### config.mk
export PLATFORM = sky130hd
export DESIGN_NAME = battery_percent_estimator_top_flat
export DESIGN_NICKNAME = d
export VERILOG_FILES = /design/src/hw/rtl/bpe_pkg.sv /design/src/hw/rtl/bpe_if.sv /design/src/hw/rtl/battery_percent_estimator_top.sv /design/src/hw/rtl/bpe_eval.sv /design/src/flat_wrapper.sv
export VERILOG_INCLUDE_DIRS = /design/src /design/src/hw/rtl
export SDC_FILE = /design/constraint.sdc
export NUM_CORES = 1
export LEC_CHECK = 0
export ABC_AREA = 1
export BUFFER_PORTS_ARGS = -buffer_cell sky130_fd_sc_hd__buf_2
export CAP_MARGIN = 0
export CORE_ASPECT_RATIO = 1.4
export CORE_UTILIZATION = 35
export CTS_BUF_LIST = sky130_fd_sc_hd__clkbuf_4
export DETAILED_ROUTE_END_ITERATION = 12
export GPL_TIMING_DRIVEN = 0
export PLACE_DENSITY = 0.55
export SYNTH_ARGS = -nofsm -noshare
export SYNTH_HDL_FRONTEND = slang
export SYNTH_SLANG_ARGS = --single-unit
### constraint.sdc
create_clock -name i_clk -period 37.9 [get_ports i_clk]
set_input_delay 3.79 -clock i_clk [delete_from_list [all_inputs] [get_ports i_clk]]
set_output_delay 3.79 -clock i_clk [all_outputs]
set_load 0.01 [all_outputs]
### src/hw/rtl/battery_percent_estimator_top_assert.svh
// ----------------------------------------------------------------------------
// battery percent estimator assertion macros
// concurrent property wrappers used by battery_percent_estimator_top
// ----------------------------------------------------------------------------
`ifndef BATTERY_PERCENT_ESTIMATOR_TOP_ASSERT_SVH
`define BATTERY_PERCENT_ESTIMATOR_TOP_ASSERT_SVH

// same-cycle implication, disabled while reset is asserted
`define BPE_ASSERT_NOW(lbl, clk, rst_n, ante, cons) \
    lbl: assert property (@(posedge clk) disable iff (!(rst_n)) (ante) |-> (cons)) \
        else $error("bpe same-cycle check failed");

// next-cycle implication, disabled while reset is asserted
`define BPE_ASSERT_NEXT(lbl, clk, rst_n, ante, cons) \
    lbl: assert property (@(posedge clk) disable iff (!(rst_n)) (ante) |=> (cons)) \
        else $error("bpe next-cycle check failed");

`endif

### src/hw/rtl/bpe_pkg.sv
`timescale 1ns / 1ps
// ----------------------------------------------------------------------------
// bpe_pkg
// types, constants and the voltage curve of the battery percent estimator
// ----------------------------------------------------------------------------
package bpe_pkg;

    localparam int CFG_IDX_W  = 3;
    localparam int CFG_DATA_W = 20;

    typedef enum logic [2:0] {
        RSN_GAUGE  = 3'd0,
        RSN_VOLT   = 3'd1,
        RSN_RATE   = 3'd2,
        RSN_NONE   = 3'd3,
        RSN_DROP   = 3'd4,
        RSN_CHARGE = 3'd5,
        RSN_DETACH = 3'd6,
        RSN_ZERO   = 3'd7
    } t_reason;

    typedef enum logic [2:0] {
        REG_MIN_INTERVAL   = 3'd0,
        REG_DETACH_WINDOW  = 3'd1,
        REG_DROP_GUARD     = 3'd2,
        REG_CHARGE_DROP    = 3'd3,
        REG_UNPLUG_DROP    = 3'd4,
        REG_VOLT_MARGIN    = 3'd5,
        REG_RISE_GUARD     = 3'd6,
        REG_ZERO_GUARD_MIN = 3'd7
    } t_cfg_idx;

    typedef enum logic [1:0] {
        DIV_BY_10,
        DIV_BY_5,
        DIV_BY_30
    } t_seg_div;

    typedef struct packed {
        logic [15:0] min_interval;
        logic [19:0] detach_window;
        logic [6:0]  drop_guard;
        logic [6:0]  charge_drop;
        logic [6:0]  unplug_drop;
        logic [6:0]  volt_margin;
        logic [6:0]  rise_guard;
        logic [6:0]  zero_guard_min;
    } t_bpe_cfg;

    typedef struct packed {
        logic [31:0]        now_ms;
        logic               ext_power;
        logic               charging;
        logic [15:0]        gauge_mv;
        logic [15:0]        adc_mv;
        logic signed [7:0]  gauge_pct;
    } t_sample;

    typedef struct packed {
        logic signed [7:0] percent;
        t_reason           reason;
    } t_result;

    typedef struct packed {
        logic signed [7:0] last_pct;
        logic [31:0]       last_time;
        logic [31:0]       detach_time;
        logic              seen_power;
        logic              prev_vbus;
        logic              prev_charging;
        logic [1:0]        zero_count;
    } t_bpe_state;

    localparam t_bpe_cfg CFG_RESET = '{
        min_interval:   16'd1000,
        detach_window:  20'd120000,
        drop_guard:     7'd12,
        charge_drop:    7'd3,
        unplug_drop:    7'd5,
        volt_margin:    7'd10,
        rise_guard:     7'd2,
        zero_guard_min: 7'd15
    };

    localparam t_bpe_state STATE_RESET = '{
        last_pct:      -8'sd1,
        last_time:     32'd0,
        detach_time:   32'd0,
        seen_power:    1'b0,
        prev_vbus:     1'b0,
        prev_charging: 1'b0,
        zero_count:    2'd0
    };

    // lithium discharge curve, knee points from full to empty
    localparam logic [15:0] CURVE_MV [8] = '{
        16'd4200, 16'd4100, 16'd4000, 16'd3900,
        16'd3800, 16'd3700, 16'd3600, 16'd3300
    };
    localparam logic [6:0] CURVE_PCT [8] = '{
        7'd100, 7'd90, 7'd80, 7'd60, 7'd40, 7'd20, 7'd10, 7'd0
    };
    // slope of each segment as a constant divide
    localparam t_seg_div SEG_DIV [7] = '{
        DIV_BY_10, DIV_BY_10, DIV_BY_5, DIV_BY_5, DIV_BY_5, DIV_BY_10, DIV_BY_30
    };

    // voltage to percent, -1 for an invalid reading
    function automatic logic signed [7:0] mv_to_pct(input logic [15:0] mv);
        logic [2:0]  seg;
        logic [2:0]  seg_lo;
        logic        found;
        logic [8:0]  d;
        logic [19:0] prod;
        logic [6:0]  off;
        logic signed [7:0] res;
        seg   = '0;
        found = 1'b0;
        for (int i = 0; i < 7; i++) begin
            if (!found && mv <= CURVE_MV[i] && mv >= CURVE_MV[i + 1]) begin
                seg   = 3'(i);
                found = 1'b1;
            end
        end
        seg_lo = seg + 3'd1;
        d      = 9'(mv - CURVE_MV[seg_lo]);
        prod   = '0;
        off    = '0;
        case (SEG_DIV[seg])
            DIV_BY_10: begin
                prod = 20'(d) * 20'd205;
                off  = 7'(prod >> 11);
            end
            DIV_BY_5: begin
                prod = 20'(d) * 20'd205;
                off  = 7'(prod >> 10);
            end
            DIV_BY_30: begin
                prod = 20'(d) * 20'd1093;
                off  = 7'(prod >> 15);
            end
            default: begin
                prod = '0;
                off  = '0;
            end
        endcase
        if (mv == 16'd0) begin
            res = -8'sd1;
        end else if (mv >= CURVE_MV[0]) begin
            res = 8'sd100;
        end else if (mv <= CURVE_MV[7]) begin
            res = 8'sd0;
        end else begin
            res = $signed({1'b0, 7'(CURVE_PCT[seg_lo] + off)});
        end
        return res;
    endfunction

endpackage

### src/hw/rtl/bpe_if.sv
`timescale 1ns / 1ps
// ----------------------------------------------------------------------------
// bpe channel interfaces
// sample, result and register write channels with valid/ready handshakes
// ----------------------------------------------------------------------------
interface bpe_sample_if;
    logic               valid;
    logic               ready;
    logic [31:0]        now_ms;
    logic               ext_power;
    logic               charging;
    logic [15:0]        gauge_mv;
    logic [15:0]        adc_mv;
    logic signed [7:0]  gauge_pct;

    modport source (output valid, now_ms, ext_power, charging, gauge_mv, adc_mv,
                    gauge_pct, input ready);
    modport sink   (input valid, now_ms, ext_power, charging, gauge_mv, adc_mv,
                    gauge_pct, output ready);
endinterface

interface bpe_result_if;
    logic              valid;
    logic              ready;
    logic signed [7:0] percent;
    logic [2:0]        reason;

    modport source (output valid, percent, reason, input ready);
    modport sink   (input valid, percent, reason, output ready);
endinterface

interface bpe_cfg_if;
    logic        valid;
    logic        ready;
    logic [2:0]  index;
    logic [19:0] data;

    modport source (output valid, index, data, input ready);
    modport sink   (input valid, index, data, output ready);
endinterface

### src/hw/rtl/battery_percent_estimator_top.sv
`timescale 1ns / 1ps
// ----------------------------------------------------------------------------
// battery_percent_estimator_top
// smoothed battery percent from timestamped power, voltage and gauge samples
// ----------------------------------------------------------------------------
//  channel  dir  handshake     beat contents
//  i_smp    in   valid/ready   now_ms, ext_power, charging, gauge_mv, adc_mv,
//                              gauge_pct
//  o_res    out  valid/ready   percent (-1 unknown), reason code
//  i_cfg    in   valid/ready   register index, write data (always ready)
//
//  a sample beat goes first into the sample register, then evaluation lands
//  in the result register together with the state update, so a new sample
//  can be taken every cycle while the result side is not stalled
//  reset is synchronous active low; registers go to their defaults, the
//  percent to unknown and no beat is pending on either side
//  a stalled result holds the sample register, which then drops i_smp.ready
// ----------------------------------------------------------------------------
module battery_percent_estimator_top
    import bpe_pkg::*;
#(
    parameter int ZERO_GUARD_COUNT = 3
) (
    input  logic          i_clk,
    input  logic          i_rst_n,
    bpe_sample_if.sink    i_smp,
    bpe_result_if.source  o_res,
    bpe_cfg_if.sink       i_cfg
);

    `include "battery_percent_estimator_top_assert.svh"

    // configuration registers
    t_bpe_cfg   r_cfg;
    t_bpe_cfg   n_cfg;

    // sample register
    logic       r_smp_valid;
    t_sample    r_smp;

    // result register
    logic       r_res_valid;
    t_result    r_res;

    // estimator state
    t_bpe_state r_state;

    t_result    w_res;
    t_bpe_state w_state;
    t_sample    w_smp_in;
    logic       w_adv;
    logic       w_take;

    // sample moves on when the result slot is empty or being drained
    assign w_adv  = r_smp_valid && (!r_res_valid || o_res.ready);
    assign i_smp.ready = !r_smp_valid || w_adv;
    assign w_take = i_smp.valid && i_smp.ready;

    assign w_smp_in = '{
        now_ms:       i_smp.now_ms,
        ext_power:    i_smp.ext_power,
        charging:     i_smp.charging,
        gauge_mv:     i_smp.gauge_mv,
        adc_mv:       i_smp.adc_mv,
        gauge_pct:    i_smp.gauge_pct
    };

    // the user must write registers only while idle; the block does not enforce it and always accepts
    assign i_cfg.ready = 1'b1;

    always_comb begin
        n_cfg = r_cfg;
        if (i_cfg.valid) begin
            unique case (t_cfg_idx'(i_cfg.index))
                REG_MIN_INTERVAL:   n_cfg.min_interval   = i_cfg.data[15:0];
                REG_DETACH_WINDOW:  n_cfg.detach_window  = i_cfg.data;
                REG_DROP_GUARD:     n_cfg.drop_guard     = i_cfg.data[6:0];
                REG_CHARGE_DROP:    n_cfg.charge_drop    = i_cfg.data[6:0];
                REG_UNPLUG_DROP:    n_cfg.unplug_drop    = i_cfg.data[6:0];
                REG_VOLT_MARGIN:    n_cfg.volt_margin    = i_cfg.data[6:0];
                REG_RISE_GUARD:     n_cfg.rise_guard     = i_cfg.data[6:0];
                REG_ZERO_GUARD_MIN: n_cfg.zero_guard_min = i_cfg.data[6:0];
                default:            n_cfg = r_cfg;
            endcase
        end
    end

    always_ff @(posedge i_clk) begin
        if (!i_rst_n) begin
            r_cfg <= CFG_RESET;
        end else begin
            r_cfg <= n_cfg;
        end
    end

    // sample register
    always_ff @(posedge i_clk) begin
        if (!i_rst_n) begin
            r_smp_valid <= 1'b0;
        end else if (w_take) begin
            r_smp_valid <= 1'b1;
        end else if (w_adv) begin
            r_smp_valid <= 1'b0;
        end
    end

    always_ff @(posedge i_clk) begin
        if (w_take) begin
            r_smp <= w_smp_in;
        end
    end

    // curve, rate limit and guards in one pass
    bpe_eval #(
        .ZERO_GUARD_COUNT (ZERO_GUARD_COUNT)
    ) u_eval (
        .i_cfg   (r_cfg),
        .i_state (r_state),
        .i_smp   (r_smp),
        .o_res   (w_res),
        .o_state (w_state)
    );

    // state commits with the result beat it belongs to
    always_ff @(posedge i_clk) begin
        if (!i_rst_n) begin
            r_state <= STATE_RESET;
        end else if (w_adv) begin
            r_state <= w_state;
        end
    end

    always_ff @(posedge i_clk) begin
        if (!i_rst_n) begin
            r_res_valid <= 1'b0;
        end else if (w_adv) begin
            r_res_valid <= 1'b1;
        end else if (o_res.ready) begin
            r_res_valid <= 1'b0;
        end
    end

    always_ff @(posedge i_clk) begin
        if (w_adv) begin
            r_res <= w_res;
        end
    end

    assign o_res.valid   = r_res_valid;
    assign o_res.percent = r_res.percent;
    assign o_res.reason  = r_res.reason;

    // reported percent is unknown or a real percent
    `BPE_ASSERT_NOW(a_pct_range, i_clk, i_rst_n, r_res_valid,
        (r_res.percent == -8'sd1) || (r_res.percent >= 8'sd0 && r_res.percent <= 8'sd100))

    // zero streak never runs past its limit
    `BPE_ASSERT_NOW(a_zero_cnt, i_clk, i_rst_n, 1'b1,
        r_state.zero_count <= 2'(ZERO_GUARD_COUNT))

    // a held sample must not be overwritten
    `BPE_ASSERT_NOW(a_no_overrun, i_clk, i_rst_n, r_smp_valid && !w_adv, !i_smp.ready)

    // state only moves when a result beat is produced
    `BPE_ASSERT_NEXT(a_state_hold, i_clk, i_rst_n, !w_adv, r_state == $past(r_state))

endmodule

### src/hw/rtl/bpe_eval.sv
`timescale 1ns / 1ps
// ----------------------------------------------------------------------------
// bpe_eval
// one-sample evaluation: curve, rate limit, guards and next state
// ----------------------------------------------------------------------------
module bpe_eval
    import bpe_pkg::*;
#(
    parameter int ZERO_GUARD_COUNT = 3
) (
    input  t_bpe_cfg   i_cfg,
    input  t_bpe_state i_state,
    input  t_sample    i_smp,
    output t_result    o_res,
    output t_bpe_state o_state
);

    logic              was_pw;
    logic              is_pw;
    logic              chg;
    logic [31:0]       detach_new;
    logic              rate_hit;
    logic signed [7:0] vp_g;
    logic signed [7:0] vp_a;
    logic signed [7:0] vp;
    logic signed [9:0] vp10;
    logic signed [9:0] last10;
    logic signed [9:0] level;
    t_reason           reason;
    logic              in_win;
    logic              volt_backs;
    logic              zero_cond;

    assign vp_g = mv_to_pct(i_smp.gauge_mv);
    assign vp_a = mv_to_pct(i_smp.adc_mv);

    always_comb begin
        was_pw = i_state.seen_power && (i_state.prev_vbus || i_state.prev_charging);
        is_pw  = i_smp.ext_power || i_smp.charging;
        chg    = i_smp.charging;

        o_state               = i_state;
        o_state.seen_power    = 1'b1;
        o_state.prev_vbus     = i_smp.ext_power;
        o_state.prev_charging = i_smp.charging;
        detach_new = (was_pw && !is_pw) ? i_smp.now_ms : i_state.detach_time;
        o_state.detach_time   = detach_new;

        last10   = 10'(i_state.last_pct);
        rate_hit = (i_state.last_pct >= 0) && (i_state.last_time != 32'd0)
                   && ((i_smp.now_ms - i_state.last_time) < {16'd0, i_cfg.min_interval});

        // gauge voltage first, converter voltage as fallback
        vp   = (vp_g < 0) ? vp_a : vp_g;
        vp10 = 10'(vp);

        // clamped gauge percent, else the curve
        if (i_smp.gauge_pct < 0) begin
            level  = vp10;
            reason = RSN_VOLT;
        end else if (i_smp.gauge_pct > 8'sd100) begin
            level  = 10'sd100;
            reason = RSN_GAUGE;
        end else begin
            level  = 10'(i_smp.gauge_pct);
            reason = RSN_GAUGE;
        end

        in_win = (detach_new != 32'd0)
                 && ((i_smp.now_ms - detach_new) <= {12'd0, i_cfg.detach_window});
        volt_backs = (vp10 >= 0) && (last10 >= 0)
                     && (vp10 + $signed({3'd0, i_cfg.volt_margin}) >= last10);
        zero_cond  = 1'b0;

        o_res.percent = i_state.last_pct;
        o_res.reason  = RSN_RATE;

        if (rate_hit) begin
            o_res.reason = RSN_RATE;
        end else if (level < 0) begin
            o_state.last_time = i_smp.now_ms;
            o_res.reason      = RSN_NONE;
        end else begin
            if (last10 >= 0) begin
                if (!chg && level > last10 + $signed({3'd0, i_cfg.rise_guard})) begin
                    level  = last10;
                    reason = RSN_DROP;
                end
                if (chg && level + $signed({3'd0, i_cfg.charge_drop}) < last10) begin
                    level  = last10;
                    reason = RSN_CHARGE;
                end
                if (!is_pw && in_win && volt_backs
                    && level + $signed({3'd0, i_cfg.unplug_drop}) < last10) begin
                    level  = last10;
                    reason = RSN_DETACH;
                end
                if (!chg && volt_backs
                    && level + $signed({3'd0, i_cfg.drop_guard}) < last10) begin
                    level  = last10;
                    reason = RSN_DROP;
                end
            end

            zero_cond = !chg && (level == 10'sd0)
                        && (last10 >= $signed({3'd0, i_cfg.zero_guard_min}));
            o_state.last_time = i_smp.now_ms;
            if (zero_cond && (i_state.zero_count < 2'(ZERO_GUARD_COUNT))) begin
                // suspect zero, hold and count it
                o_state.zero_count = i_state.zero_count + 2'd1;
                o_res.reason       = RSN_ZERO;
            end else begin
                if (!zero_cond) begin
                    o_state.zero_count = 2'd0;
                end
                o_state.last_pct = 8'(level);
                o_res.percent    = 8'(level);
                o_res.reason     = reason;
            end
        end
    end

endmodule
### src/flat_wrapper.sv
// flat-port wrapper written by rule: the top's interface ports become plain ports
module battery_percent_estimator_top_flat import bpe_pkg::*;
#(
    parameter int ZERO_GUARD_COUNT = 3
)
  (i_clk, i_rst_n, i_smp_valid, i_smp_now_ms, i_smp_ext_power, i_smp_charging, i_smp_gauge_mv, i_smp_adc_mv, i_smp_gauge_pct, i_smp_ready, o_res_valid, o_res_percent, o_res_reason, o_res_ready, i_cfg_valid, i_cfg_index, i_cfg_data, i_cfg_ready);
  bpe_sample_if i_smp_i ();
  bpe_result_if o_res_i ();
  bpe_cfg_if i_cfg_i ();
  input  logic i_clk;
  input  logic i_rst_n;
  input wire logic [$bits(i_smp_i.valid)-1:0] i_smp_valid;
  input wire logic [$bits(i_smp_i.now_ms)-1:0] i_smp_now_ms;
  input wire logic [$bits(i_smp_i.ext_power)-1:0] i_smp_ext_power;
  input wire logic [$bits(i_smp_i.charging)-1:0] i_smp_charging;
  input wire logic [$bits(i_smp_i.gauge_mv)-1:0] i_smp_gauge_mv;
  input wire logic [$bits(i_smp_i.adc_mv)-1:0] i_smp_adc_mv;
  input wire logic [$bits(i_smp_i.gauge_pct)-1:0] i_smp_gauge_pct;
  output wire logic [$bits(i_smp_i.ready)-1:0] i_smp_ready;
  output wire logic [$bits(o_res_i.valid)-1:0] o_res_valid;
  output wire logic [$bits(o_res_i.percent)-1:0] o_res_percent;
  output wire logic [$bits(o_res_i.reason)-1:0] o_res_reason;
  input wire logic [$bits(o_res_i.ready)-1:0] o_res_ready;
  input wire logic [$bits(i_cfg_i.valid)-1:0] i_cfg_valid;
  input wire logic [$bits(i_cfg_i.index)-1:0] i_cfg_index;
  input wire logic [$bits(i_cfg_i.data)-1:0] i_cfg_data;
  output wire logic [$bits(i_cfg_i.ready)-1:0] i_cfg_ready;
  assign i_smp_i.valid = i_smp_valid;
  assign i_smp_i.now_ms = i_smp_now_ms;
  assign i_smp_i.ext_power = i_smp_ext_power;
  assign i_smp_i.charging = i_smp_charging;
  assign i_smp_i.gauge_mv = i_smp_gauge_mv;
  assign i_smp_i.adc_mv = i_smp_adc_mv;
  assign i_smp_i.gauge_pct = i_smp_gauge_pct;
  assign i_smp_ready = i_smp_i.ready;
  assign o_res_valid = o_res_i.valid;
  assign o_res_percent = o_res_i.percent;
  assign o_res_reason = o_res_i.reason;
  assign o_res_i.ready = o_res_ready;
  assign i_cfg_i.valid = i_cfg_valid;
  assign i_cfg_i.index = i_cfg_index;
  assign i_cfg_i.data = i_cfg_data;
  assign i_cfg_ready = i_cfg_i.ready;
  battery_percent_estimator_top #(.ZERO_GUARD_COUNT(ZERO_GUARD_COUNT)) u_core (.i_clk(i_clk), .i_rst_n(i_rst_n), .i_smp(i_smp_i), .o_res(o_res_i), .i_cfg(i_cfg_i));
endmodule
**After elaboration in Yosys (flattened, before gate mapping)**

Memory sizes are Yosys's and may differ from the RTL's.
Index checks and enable logic that the tools add are counted.

- Register bits: 242
- Memory bits (read-only): 400
- Output and inout bits: 14
- Logic and storage cells: 288
- Memories kept: 6

- Add/subtract/negate cells: 14
- Multiply operators: 4
- Order comparisons: 51
- Equal/unequal tests: 12
- Multiplexer cells: 81
- Bitwise logic cells: 6
- Reductions and logical operators: 87

Memory list:

| name | words | width | read ports | clocked after memory_dff | wr ports | line | RTL |
|---|---|---|---|---|---|---|---|
| (no name shown) | 8 | 16 | 1 | 0 | 0 | bpe_pkg.sv:126 | `d = 9'(mv - CURVE_MV[seg_lo]);` |
| (no name shown) | 8 | 16 | 1 | 0 | 0 | bpe_pkg.sv:126 |  |
| (no name shown) | 8 | 7 | 1 | 0 | 0 | bpe_pkg.sv:154 | `res = $signed({1'b0, 7'(CURVE_PCT[seg_lo] + off)});` |
| (no name shown) | 8 | 7 | 1 | 0 | 0 | bpe_pkg.sv:154 |  |
| (no name shown) | 8 | 2 | 1 | 0 | 0 | bpe_pkg.sv:129 | `case (SEG_DIV[seg])` |
| (no name shown) | 8 | 2 | 1 | 0 | 0 | bpe_pkg.sv:129 |  |

Operators by type and width:

| cell | count |
|---|---|
| 16-bit by 12-bit >= comparator with 1-bit output (second input constant) | 12 |
| 16-bit by 12-bit less-or-equal comparator with 1-bit output (second input constant) | 12 |
| 10-bit 2-to-1 mux | 18 |
| 16-bit by 13-bit >= comparator with 1-bit output (second input constant) | 4 |
| 16-bit by 13-bit less-or-equal comparator with 1-bit output (second input constant) | 4 |
| 32-bit nonzero test | 2 |
| 32-bit subtractor | 2 |
| 7-bit 2-to-1 mux | 8 |
| 8-bit 2-to-1 mux | 6 |
| 1-bit logical AND | 45 |
| 3-bit 2-to-1 mux | 14 |
| 7-bit case mux with 3 select lines | 2 |
| 9-bit by 11-bit multiplier with 20-bit output (second input constant) | 2 |
| 9-bit 2-to-1 mux | 4 |
| 9-bit by 8-bit multiplier with 17-bit output (second input constant) | 2 |
| 32-bit by 20-bit less-or-equal comparator with 1-bit output | 1 |
| 16-bit zero test | 2 |
| 32-bit by 16-bit < comparator with 1-bit output | 1 |
| 32-bit 2-to-1 mux | 1 |
| 10-bit by 8-bit adder with 10-bit output | 3 |
| 10-bit by 8-bit < comparator with 1-bit output | 3 |
| 1-bit 2-to-1 mux | 20 |
| 8-bit by 8-bit adder with 9-bit output | 2 |
| 2-bit AND reduction | 9 |
| other kinds (31) | 76 |

**Depth between registers and ports, before layout**

Gate-level depths: netlist of the first run.

- Depth in word-level cells: 76
- Mapped depth: 155

**By module**

A second synthesis of the first run with hierarchy kept.

- Cells, all modules: 3,656
- Area total of the unflattened synthesis: 25,219.2 um^2

By module, submodules not included:

| module | instances | cells each | area each (um^2) | seq. area each (um^2) |
|---|---|---|---|---|
| bpe_eval | 1 | 2,715 | 16,430.8 | 0.0 |
| battery_percent_estimator_top | 1 | 941 | 8,788.4 | 5,695.5 |

**Worst setup path after synthesis of the first run**

OpenSTA, ideal clock, no wires.

- Kind: register to register
- From: reg u_core.r_smp[25] (netlist name)
- To: reg u_core.r_res (netlist bit u_core.o_res.percent[0]), data pin
- Setup time: 256 ps
- Arrival: 18,464 ps
- Required time: 37,644 ps
- Slack: 19,180 ps
- Stages on the path, launching flop included: 136
- Clock period less this slack: 18,720 ps
- Path through: edfxtp_1 inv_1 ha_1 inv_1 or4_1 o41ai_1 a2111o_1 nand2_1 ha_1 inv_1 nand4_1 nand2_4 inv_1 nand2_1 o21ai_0 ha_1 a21oi_1 and2_1 [... 100 more ...] nor2_1 o211ai_1 o2111ai_1 nand2_1 and3_1 buf_2 inv_2 nand3_1 nand2_1 nand2_1 nand2_1 nand2_1 nor2_4 nand3_4 nand2_2 inv_2 nand3_1 nand2_1

RTL lines:

| element | line | RTL |
|---|---|---|
| start, declared | battery_percent_estimator_top.sv:39 | `t_sample r_smp;` |
| start signal, assigned | battery_percent_estimator_top.sv:109 | `r_smp <= w_smp_in;` |
| end signal, assigned | battery_percent_estimator_top.sv:145 | `r_res <= w_res;` |
| end, declared | battery_percent_estimator_top.sv:43 | `t_result r_res;` |

==> results of run 1 <==
[logic make-up after synthesis]
family	after synthesis	share of synthesized area
XOR/XNOR	102	0.0365
flip-flops	242	0.232
multiplexers	1	0.000409
AND/OR/NAND/NOR	1375	0.246
adder cells (fa/ha/maj)	429	0.235
buffers and inverters	715	0.112
AO/OA/AOI/OAI	599	0.138
other	1	0.000153
[sequential cells by signal, indices dropped and copies added, names as in the netlist]
name and cells:
u_core.o_res.reason 3, u_core.o_res.percent 8, u_core.r_state 77, u_core.r_smp_valid 1, u_core.r_cfg 78, u_core.r_smp 74
u_core.o_res.valid 1
[worst reg2reg max path: cells and delay by family, from the launching register on]
family	cells	cell delay [ns]
buffers and inverters	23	2.34
DFF	1	0.46
AOI/OAI and AO/OA	33	5.88
adders and majority gates	16	5.65
muxes	1	0.22
and+or+nand+nor	56	6.87
xor gates and xnor gates	5	1.00
[metrics by stage]
step,instance area (sq um),setup slack (ns),utilization
after CTS,27100,15.27,0.392
after detailed placement,26200,15.35,0.379
final,27100,15.28,0.392
after floorplan,24500,19.18,-
after global routing,27100,13.14,0.392
after global placement,26200,15.43,0.379
[synthesized netlist by cell type (3+ instances only)]
cell type,instances,area share
a211o_1,3,0.0011
a211oi_1,7,0.0021
a21boi_0,7,0.0021
a21o_1,6,0.0018
a21oi_1,256,0.052
a21oi_2,6,0.0021
a31oi_1,9,0.0023
and2_1,5,0.0013
buf_1,7,0.0011
buf_2,16,0.0033
buf_6,5,0.0023
clkbuf_1,32,0.0049
clkinv_1,3,0.00046
dfxtp_1,157,0.13
edfxtp_1,85,0.10
fa_1,51,0.042
ha_1,378,0.19
inv_1,624,0.096
inv_2,26,0.0040
nand2_1,765,0.12
nand2_2,27,0.0069
nand2_4,5,0.0023
nand3_1,136,0.028
nand3_2,6,0.0025
nand3_4,3,0.0021
nand3b_1,9,0.0028
nand4_1,74,0.019
nor2_1,263,0.040
nor2_2,14,0.0036
nor2_4,7,0.0032
nor3_1,21,0.0043
nor3_4,3,0.0020
nor3b_1,5,0.0015
nor4_1,15,0.0038
o2111ai_1,3,0.0011
o211ai_1,53,0.016
o21a_1,10,0.0031
o21ai_0,196,0.040
o21ai_1,8,0.0016
o21ai_2,10,0.0036
o21bai_1,10,0.0031
o31ai_1,3,0.00092
or2_2,10,0.0026
xnor2_1,35,0.013
xor2_1,67,0.024
[power by group through the flow]
| stage | logic [mW] | registers [mW] | clock network [mW] |
|---|---|---|---|
| 4_1_cts | 1.35 | 0.300 | 0.262 |
| 5_1_grt | 1.56 | 0.301 | 0.273 |
| 3_5_place_dp | 1.34 | 0.305 | 0 |
| 3_3_place_gp | 1.33 | 0.306 | 0 |
| 2_1_floorplan | 1.04 | 0.299 | 0 |
| 6_report | 1.34 | 0.300 | 0.252 |
[routing by layer]
metal  track usage  up-vias
met2         0.398      476
met4        0.0946        4
met3        0.0257      169
met1         0.243    10300
li1              -    11700
met5             0        -
[cell usage in the layout (no fill, tap or decap), drive strengths merged, types with 2 or more instances in the layout]
| master | count |
|---|---|
| clkinv | 17 |
| nand2 | 797 |
| o21a | 10 |
| nand3b | 9 |
| buf | 137 |
| diode | 2 |
| a21oi | 262 |
| o21ai | 214 |
| nor4 | 15 |
| and2 | 5 |
| a21o | 6 |
| xor2 | 67 |
| a211o | 3 |
| ha | 378 |
| a31oi | 9 |
| nor3 | 25 |
| nand3 | 145 |
| edfxtp | 85 |
| a21boi | 9 |
| and3 | 2 |
| nor2 | 284 |
| clkbuf | 133 |
| or2 | 11 |
| o211ai | 53 |
| o21bai | 11 |
| xnor2 | 35 |
| o31ai | 3 |
| inv | 655 |
| a211oi | 7 |
| o311ai | 2 |
| o2111ai | 3 |
| nand4 | 75 |
| fa | 51 |
| nor3b | 5 |
| dfxtp | 157 |
[layout make-up]
class / count / area share
timing repair buffer: 108 / 0.0208
tap: 928 / 0.0429
antenna: 2 / 0.000185
clock buffer: 100 / 0.0277
buffer: 62 / 0.0109
inverter: 653 / 0.0906
sequential: 242 / 0.210
clock inverter: 20 / 0.00411
multi-input combinational: 2507 / 0.593
[worst max path at each step]
| stage | start | slack [ns] | to |
|---|---|---|---|
| 6_report | u_core.r_smp[25] | 15.28 | u_core.o_res.percent[4] |
| 5_1_grt | u_core.r_smp[25] | 13.14 | u_core.o_res.percent[4] |
| 4_1_cts | u_core.r_smp[25] | 15.27 | u_core.o_res.percent[4] |
| 3_5_place_dp | u_core.r_smp[25] | 15.35 | u_core.o_res.percent[4] |
| 3_3_place_gp | u_core.r_smp[25] | 15.43 | u_core.o_res.percent[4] |
| 2_1_floorplan | u_core.r_smp[25] | 19.18 | u_core.o_res.percent[0] |
==> out/metrics.cfg, run 1 <==
[worst_hold_path]
min_from = u_core.r_cfg[5]
hold_path.class = reg -> reg
hold_depth = 2
hold_end = u_core.r_cfg[5]

[power]
power_frac_clock = 0.133
p_per_area_nw_per_um2 = 69.7
seq_power_share = 0.159
p_int_mw = 0.941
sw_frac_of_total = 0.502
combPwrFrac = 0.708
p_leak_nw = 14.1
total_power_mw = 1.89
p_sw_mw = 0.947
peakVddDrop_mv = 0.0792

[timing]
hold_viol_final = 0
skew_ns = 0.0618
setup_viol = 0
slew_viol_final = 0
fin_hold_ws_ns = 0.459
period_needed_ns = 22.62
slew_headroom = 0.209
rsz0062_at_grt = false
finalCritPeriodShare = 0.597
max_freq_mhz = 44.2
tns_ns = 0
worstMarginPinSlew_ns = 1.19

[placed_design]
post-place-cells = 4500
io_buffer_count = 107
dp_hpwl_mm = 61.6
place_congestion = 0.935

[drt]
drt_wl_total_mm = 75.2
wire_per_inst_um = 16.3
wl_met2_mm = 37.9
dr_total_vias = 22700
drc_errors = 0
drt_pass1_iterations = 5
drt_iter0_drc = 1235
route.layer.met1.wl_mm = 31.2
topRoutingLayerUsed = met5
antenna_left = 0
viasPerCell = 4.90
met3RoutedLength_mm = 2.96

[worst_setup_path]
rrSetupSlack_ns = 15.28
reg2reg_from = u_core.r_smp[25]
path_buf_inv = 23
cp.depth = 134
slowest_stage = or4_1
crit_type = reg -> reg
reg2reg_depth = 134
cp_common_cell = nand2_1
crit_path_end_kind = flop
crit_path_max_fanout = 10
cp-start-kind = flop
crit_required_ns = 38.45
critPathTopFamily = simple AND/OR/NAND/NOR gates
critPathMaxStageDelay_ns = 0.56
r2r_end = u_core.o_res.percent[4]
crit_arrival_ns = 23.18

[cells_and_area]
nets = 4173
final-instance-count-excl-fill = 4622
regArea_sq_um = 5700
syn2layout_area_growth_pct = 10.6
final_layout_size_suffix_gt1_frac = 0.0983
multi_input_area_sq_um = 16100
fillers = 7501

[yosys]
netlist_area_sq_um = 24500
ys_warn_count = 0
syn_area_per_cell_sq_um = 7.07
ys_seq_area_frac = 0.232
syn_nets = 3995
synth_edf_count = 85
ys.flop_type = dfxtp_1
synth_cell_type_count = 65
async_reset_ff_frac = 0
netlist_instances = 3464
synth_seq_cells = 242

[global_route]
antenna_found_initial = 5
track_usage = 0.214
grt_pass1_wl_mm = 118
overflow = 0
grt_pass1_vias = 22200
grt_max_degree = 42

[floorplanning]
start_util = 0.354
rows = 114
die_x_um = 226
ioPinCount = 116
core_sq_um = 69200
dieHeight_um = 315
die-area_sq_um = 71100

[run_status]
status = finished clean

[job]
cap_violations = 0

[clock_tree]
htree_num_levels = 3
clkTransAtPathRegs_ns = 0.07
postCtsSetupRepairBufs = 0
cts_tree = yes
clockRootBuffer = clkbuf_4
hold_buffers = 0
clock_path_buffers = 3
clkLatencyLatePin_ns = 0.84
cts_resized = 0
numCtsBuffers = 68
numClockSinks = 242

No activity file was read; power rests on OpenSTA's default activity.
==> run 2: changes to the inputs <==
Settings changed: PLACE_DENSITY 0.55 to 0.57.
Clock period 37.9 ns to 19.9 ns, I/O delays scaled along.
==> out/metrics.cfg, run 2 (synthesized netlist as in run 1, its figures left out) <==
[global_route]
grt_pass1_vias = 22500  ; was 22200
overflow = 0  ; unchanged
grt_max_degree = 42  ; unchanged
grt_pass1_wl_mm = 118  ; about the same
track_usage = 0.215  ; was 0.214
antenna_found_initial = 7  ; was 5

[worst_setup_path]
crit_arrival_ns = 19.61  ; was 23.18 ns
crit_path_max_fanout = 8  ; was 10
crit_type = reg -> reg  ; unchanged
critPathMaxStageDelay_ns = 0.56  ; about the same
crit_path_end_kind = flop  ; unchanged
slowest_stage = fa_1  ; was or4_1
crit_required_ns = 20.46  ; was 38.45 ns
reg2reg_from = u_core.r_smp[27]  ; was u_core.r_smp[25]
reg2reg_depth = 132  ; was 134
cp-start-kind = flop  ; unchanged
crit_start = u_core.r_smp[27]  ; was u_core.r_smp[25]
cp_common_cell = nand2_1  ; unchanged

[placed_design]
io_buffer_count = 107  ; unchanged
post-place-cells = 4500  ; unchanged
dp_hpwl_mm = 61.8  ; was 61.6 mm
place_area_sq_um = 26200  ; unchanged
place_congestion = 0.947  ; was 0.935

[timing]
period_needed_ns = 19.06  ; was 22.62 ns
worstMarginPinSlew_ns = 1.38  ; was 1.19 ns
skew_ns = 0.0660  ; was 0.0618 ns
hold_viol_final = 0  ; unchanged
tns_ns = 0  ; unchanged
finalCritPeriodShare = 0.958  ; was 0.597
slew_headroom = 0.0778  ; was 0.209
fin_hold_ws_ns = 0.457  ; was 0.459 ns
slew_viol_final = 0  ; unchanged
setup_viol = 0  ; unchanged
max_freq_mhz = 52.5  ; was 44.2 MHz

[clock_tree]
cts_tree = yes  ; unchanged
clkTransAtPathRegs_ns = 0.06  ; was 0.07 ns
htree_num_levels = 3  ; unchanged
numClockSinks = 242  ; unchanged
clockRootBuffer = clkbuf_4  ; unchanged
clkLatencyLatePin_ns = 0.83  ; was 0.84 ns
numCtsBuffers = 70  ; was 68
clock_path_buffers = 3  ; unchanged

[floorplanning]
die_x_um = 226  ; unchanged
rows = 114  ; unchanged
ioPinCount = 116  ; unchanged
start_util = 0.354  ; unchanged
core_sq_um = 69200  ; unchanged
dieHeight_um = 315  ; unchanged
die-area_sq_um = 71100  ; unchanged

[run_status]
status = finished clean  ; unchanged

[cells_and_area]
final_layout_size_suffix_gt1_frac = 0.182  ; was 0.0983
multi_input_area_sq_um = 17300  ; was 16100 sq um
final-instance-count-excl-fill = 4743  ; was 4622
nets = 4287  ; was 4173
fillers = 7229  ; was 7501
fin_area_sq_um = 29300  ; was 27100 sq um
layout_commonest_cell = nand2_1  ; unchanged
syn2layout_area_growth_pct = 19.8  ; was 10.6%
largest_register_ffs = 78  ; unchanged
regArea_sq_um = 5700  ; unchanged
top_register = u_core.r_cfg  ; unchanged
most-common-layout-cells = nand2_1, inv_1, ha_1  ; unchanged
reg_top3 = u_core.r_cfg x78, u_core.r_state x77, u_core.r_smp x74  ; unchanged

[power]
p_per_area_nw_per_um2 = 144  ; was 69.7 nW/um^2
p_leak_nw = 14.9  ; was 14.1 nW
peakVddDrop_mv = 0.160  ; was 0.0792 mV

[drt]
viasPerCell = 4.94  ; was 4.90
dr_total_vias = 23400  ; was 22700
wire_per_inst_um = 16.4  ; was 16.3 um
antenna_left = 0  ; unchanged
drt_iter0_drc = 1266  ; was 1235
drt_wl_total_mm = 77.6  ; was 75.2 mm
drt_pass1_iterations = 5  ; unchanged
drc_errors = 0  ; unchanged

[worst_hold_path]
hold_path.class = reg -> reg  ; unchanged
hold_depth = 2  ; unchanged
min_from = u_core.r_state[3]  ; was u_core.r_cfg[5]

[job]
cap_violations = 0  ; unchanged

[run 2: changes by cell type in the layout (fill, tap and decap cells not counted), moves of 14 or more]
cell	change
a21oi_1	-27
a21oi_2	+24
buf_4	+105
ha_1	-28
ha_4	+24
inv_1	-32
inv_2	+23
nand2_1	-46
nand2_2	+28
nand2_4	+18
nand3_1	-14
nor2_1	-22
nor2_4	+15
o21ai_0	-25
[run 2: path summary, 6_finish.rpt]
kind / to / slack (ns)
worst max-delay path: u_core.o_res.percent[4] / 0.84
worst min-delay path: u_core.r_state[3] / 0.46
worst max register to register: u_core.o_res.percent[4] / 0.84
worst min register to register: u_core.r_state[3] / 0.46
[run 2: stage by stage]
stage                      util  worst slack [ns]  total power, mW
after global routing      0.424            -0.237             4.69
after global placement    0.379             -2.49             3.12
after detailed placement  0.379             -2.53             3.13
final                     0.424             0.844             4.22
after CTS                 0.400         0.0000302             3.78
after floorplan               -              1.18             2.55
[run 2: final cells by class]
class | instances | area share
Multi-Input combinational cell | 2507 | 0.589
Clock inverter | 34 | 0.00900
Clock buffer | 92 | 0.0235
Buffer | 62 | 0.0107
Inverter | 653 | 0.0848
Timing Repair Buffer | 220 | 0.0488
Tap cell | 928 | 0.0396
Antenna cell | 5 | 0.000426
Sequential cell | 242 | 0.194
[run 2: repair_timing]
action                     in CTS  in global routing
hold buffers                    0                  0
buffers inserted               25                 86
pin swaps                      22                147
gates cloned                    0                  1
setup endpoints to repair      20                 20
resized for setup              82                248
[run 2: power breakdown]
group / internal, mW / total [mW] / leakage [nW] / switching, mW
Combinational: 1.36 / 3.14 / 12.2 / 1.78
Clock: 0.272 / 0.513 / 0.550 / 0.240
Sequential: 0.543 / 0.571 / 2.11 / 0.0283
Total: 2.18 / 4.22 / 14.9 / 2.05
[run 2: worst max-delay path, delay by kind of cell, from the launching register on]
kind	cells	cell delay [ns]
AOI/OAI and AO/OA	34	4.68
DFF	1	0.49
and+or+nand+nor	53	5.85
adders and majority gates	16	5.00
buffers and inverters	24	1.95
xor gates and xnor gates	5	0.82
[run 2: layer usage]
metal | wire length, um | global-route usage | part of all wire
met5 | 16 | 0 | 0.00021
met2 | 39300 | 0.394 | 0.51
met3 | 2710 | 0.0249 | 0.035
met1 | 31200 | 0.238 | 0.40
met4 | 4300 | 0.119 | 0.055
==> run 3: changes to the inputs <==
--- a/config.mk
+++ b/config.mk
@@ -9,5 +9,5 @@
 export ABC_AREA = 1
 export BUFFER_PORTS_ARGS = -buffer_cell sky130_fd_sc_hd__buf_2
-export CAP_MARGIN = 0
+export CAP_MARGIN = 30
 export CORE_ASPECT_RATIO = 1.4
 export CORE_UTILIZATION = 35
==> constraint.sdc (replaced) <==
create_clock -name i_clk -period 19.9 [get_ports i_clk]
set_input_delay 3.98 -clock i_clk [delete_from_list [all_inputs] [get_ports i_clk]]
set_output_delay 3.98 -clock i_clk [all_outputs]
set_load 0.01 [all_outputs]
==> out/metrics.cfg, run 3 (synthesized netlist as in run 1, its figures left out) <==
[cells_and_area]
final_layout_size_suffix_gt1_frac = 0.185  ; was 0.182
top_register = u_core.r_cfg  ; unchanged
largest_register_ffs = 78  ; unchanged
fin_area_sq_um = 29400  ; was 29300 sq um
fillers = 7156  ; was 7229
nets = 4300  ; was 4287
reg_top3 = u_core.r_cfg x78, u_core.r_state x77, u_core.r_smp x74  ; unchanged
most-common-layout-cells = nand2_1, inv_1, ha_1  ; unchanged
layout_commonest_cell = nand2_1  ; unchanged
syn2layout_area_growth_pct = 19.9  ; was 19.8%

[worst_setup_path]
crit_arrival_ns = 19.71  ; was 19.61 ns
critPathMaxStageDelay_ns = 0.54  ; was 0.56 ns
crit_path_end_kind = flop  ; unchanged
crit_type = reg -> reg  ; unchanged
cp_common_cell = nand2_2  ; was nand2_1
critPathTopFamily = simple AND/OR/NAND/NOR gates  ; unchanged
slowest_stage = fa_1  ; unchanged
crit_required_ns = 20.51  ; was 20.46 ns
cp-start-kind = flop  ; unchanged
path_buf_inv = 26  ; was 24
crit_path_max_fanout = 8  ; unchanged

[drt]
drt_pass1_iterations = 6  ; was 5
drt_wl_total_mm = 78.4  ; was 77.6 mm
met3RoutedLength_mm = 2.68  ; was 2.71 mm
wire_per_inst_um = 16.5  ; was 16.4 um
wl_met2_mm = 39.5  ; was 39.3 mm
antenna_left = 0  ; unchanged
drc_errors = 0  ; unchanged
dr_total_vias = 23500  ; was 23400
viasPerCell = 4.94  ; about the same
topRoutingLayerUsed = met5  ; unchanged
route.layer.met1.wl_mm = 31.6  ; was 31.2 mm
drt_iter0_drc = 1126  ; was 1266

[floorplanning]
ioPinCount = 116  ; unchanged
core_sq_um = 69200  ; unchanged
die_x_um = 226  ; unchanged
dieHeight_um = 315  ; unchanged
die-area_sq_um = 71100  ; unchanged
rows = 114  ; unchanged
start_util = 0.354  ; unchanged

[placed_design]
place_congestion = 0.947  ; unchanged
place_area_sq_um = 26300  ; was 26200 sq um
io_buffer_count = 107  ; unchanged
post-place-ws_ns = -2.47  ; was -2.53 ns
dp_hpwl_mm = 61.8  ; about the same

[power]
peakVddDrop_mv = 0.185  ; was 0.160 mV
p_sw_mw = 2.06  ; was 2.05 mW
p_per_area_nw_per_um2 = 142  ; was 144 nW/um^2
p_leak_nw = 14.9  ; about the same
power_frac_clock = 0.114  ; was 0.121
sw_frac_of_total = 0.494  ; was 0.485
total_power_mw = 4.18  ; was 4.22 mW
seq_power_share = 0.137  ; was 0.135
combPwrFrac = 0.749  ; was 0.743
p_int_mw = 2.11  ; was 2.18 mW

[clock_tree]
numCtsBuffers = 67  ; was 70
numClockSinks = 242  ; unchanged
clockRootBuffer = clkbuf_4  ; unchanged
clkTransAtPathRegs_ns = 0.07  ; was 0.06 ns
hold_buffers = 0  ; unchanged
htree_num_levels = 3  ; unchanged
clock_path_buffers = 3  ; unchanged
cts_tree = yes  ; unchanged
clkLatencyLatePin_ns = 0.87  ; was 0.83 ns

[timing]
slew_headroom = 0.386  ; was 0.0778
skew_ns = 0.101  ; was 0.0660 ns
period_needed_ns = 19.09  ; was 19.06 ns
hold_viol_final = 0  ; unchanged
worstMarginPinSlew_ns = 0.922  ; was 1.38 ns
max_freq_mhz = 52.4  ; was 52.5 MHz
setup_viol = 0  ; unchanged
slew_viol_final = 0  ; unchanged
finalCritPeriodShare = 0.959  ; was 0.958
setup_ws_ns = 0.808  ; was 0.844 ns

[global_route]
track_usage = 0.217  ; was 0.215
grt_max_degree = 42  ; unchanged
antenna_found_initial = 8  ; was 7
overflow = 0  ; unchanged
grt_pass1_wl_mm = 119  ; was 118 mm
grt_pass1_vias = 22800  ; was 22500

[job]
cap_violations = 0  ; unchanged

[run_status]
status = finished clean  ; unchanged

[worst_hold_path]
hold_path.class = reg -> reg  ; unchanged

-- run 3: changes by cell type in the layout (fill, tap and decap cells not counted), moves of 3 or more --
cell,change
a21oi_2,-6
nand3_1,-5
clkbuf_4,+4
buf_6,+3
buf_4,+11
bufinv_16,-4
inv_1,+3
a21oi_1,+6
clkinv_1,-7
nand3_2,+4
-- run 3: through the flow --
stage / std cells / hold WS [ns] / utilization / setup TNS (ns)
final: 4752 / 0.456 / 0.425 / 0
after global routing: 4751 / 0.489 / 0.425 / -3.79
after CTS: 4655 / 0.462 / 0.400 / 0
after detailed placement: 4503 / 0.453 / 0.380 / -46.24
after global placement: 4499 / 0.448 / 0.379 / -46.85
after floorplan: 3464 / 0.429 / - / 0
-- run 3: timing repair --
action,4_1_cts,5_1_grt
hold endpoints to repair,0,0
buffers inserted,34,90
endpoints found under the setup margin,20,20
pin swaps,30,141
gates cloned,0,1
resized for setup,95,232
-- run 3: worst min-delay path, stage by stage, from the launching register on --
cell and delay [ns]:
dfxtp_1 0.30, inv_1 0.06, a21oi_1 0.06
-- run 3: path summary, 6_finish.rpt --
check,startpoint,endpoint,slack [ns],depth (start not counted)
worst max-delay path,u_core.r_smp[30],u_core.o_res.reason[1],0.81,136
worst min-delay path,u_core.r_state[3],u_core.r_state[3],0.46,2
worst max register to register,u_core.r_smp[30],u_core.o_res.reason[1],0.81,136
worst min register to register,u_core.r_state[3],u_core.r_state[3],0.46,2
-- run 3: power groups by stage --
stage	clock network (mW)	logic, mW	registers (mW)
6_report	0.478	3.13	0.571
5_1_grt	0.517	3.55	0.573
4_1_cts	0.495	2.71	0.570
3_5_place_dp	0	2.56	0.581
3_3_place_gp	0	2.53	0.582
2_1_floorplan	0	1.98	0.570
-- run 3: metal layers --
| metal | GRT usage | vias to the layer above |
|---|---|---|
| met5 | 0 | - |
| met4 | 0.121 | 6 |
| met3 | 0.0265 | 245 |
| met2 | 0.398 | 522 |
| met1 | 0.241 | 10700 |
| li1 | - | 12000 |
-- run 3: final cells by class --
type / count / area [sq um] / share of cell area
Multi-Input combinational cell: 2507 / 17300 / 0.588
Sequential cell: 242 / 5700 / 0.194
Inverter: 653 / 2480 / 0.0845
Timing Repair Buffer: 236 / 1580 / 0.0537
Tap cell: 928 / 1160 / 0.0395
Clock buffer: 96 / 721 / 0.0245
Buffer: 62 / 314 / 0.0107
Clock inverter: 22 / 124 / 0.00422
Antenna cell: 6 / 15.0 / 0.000511
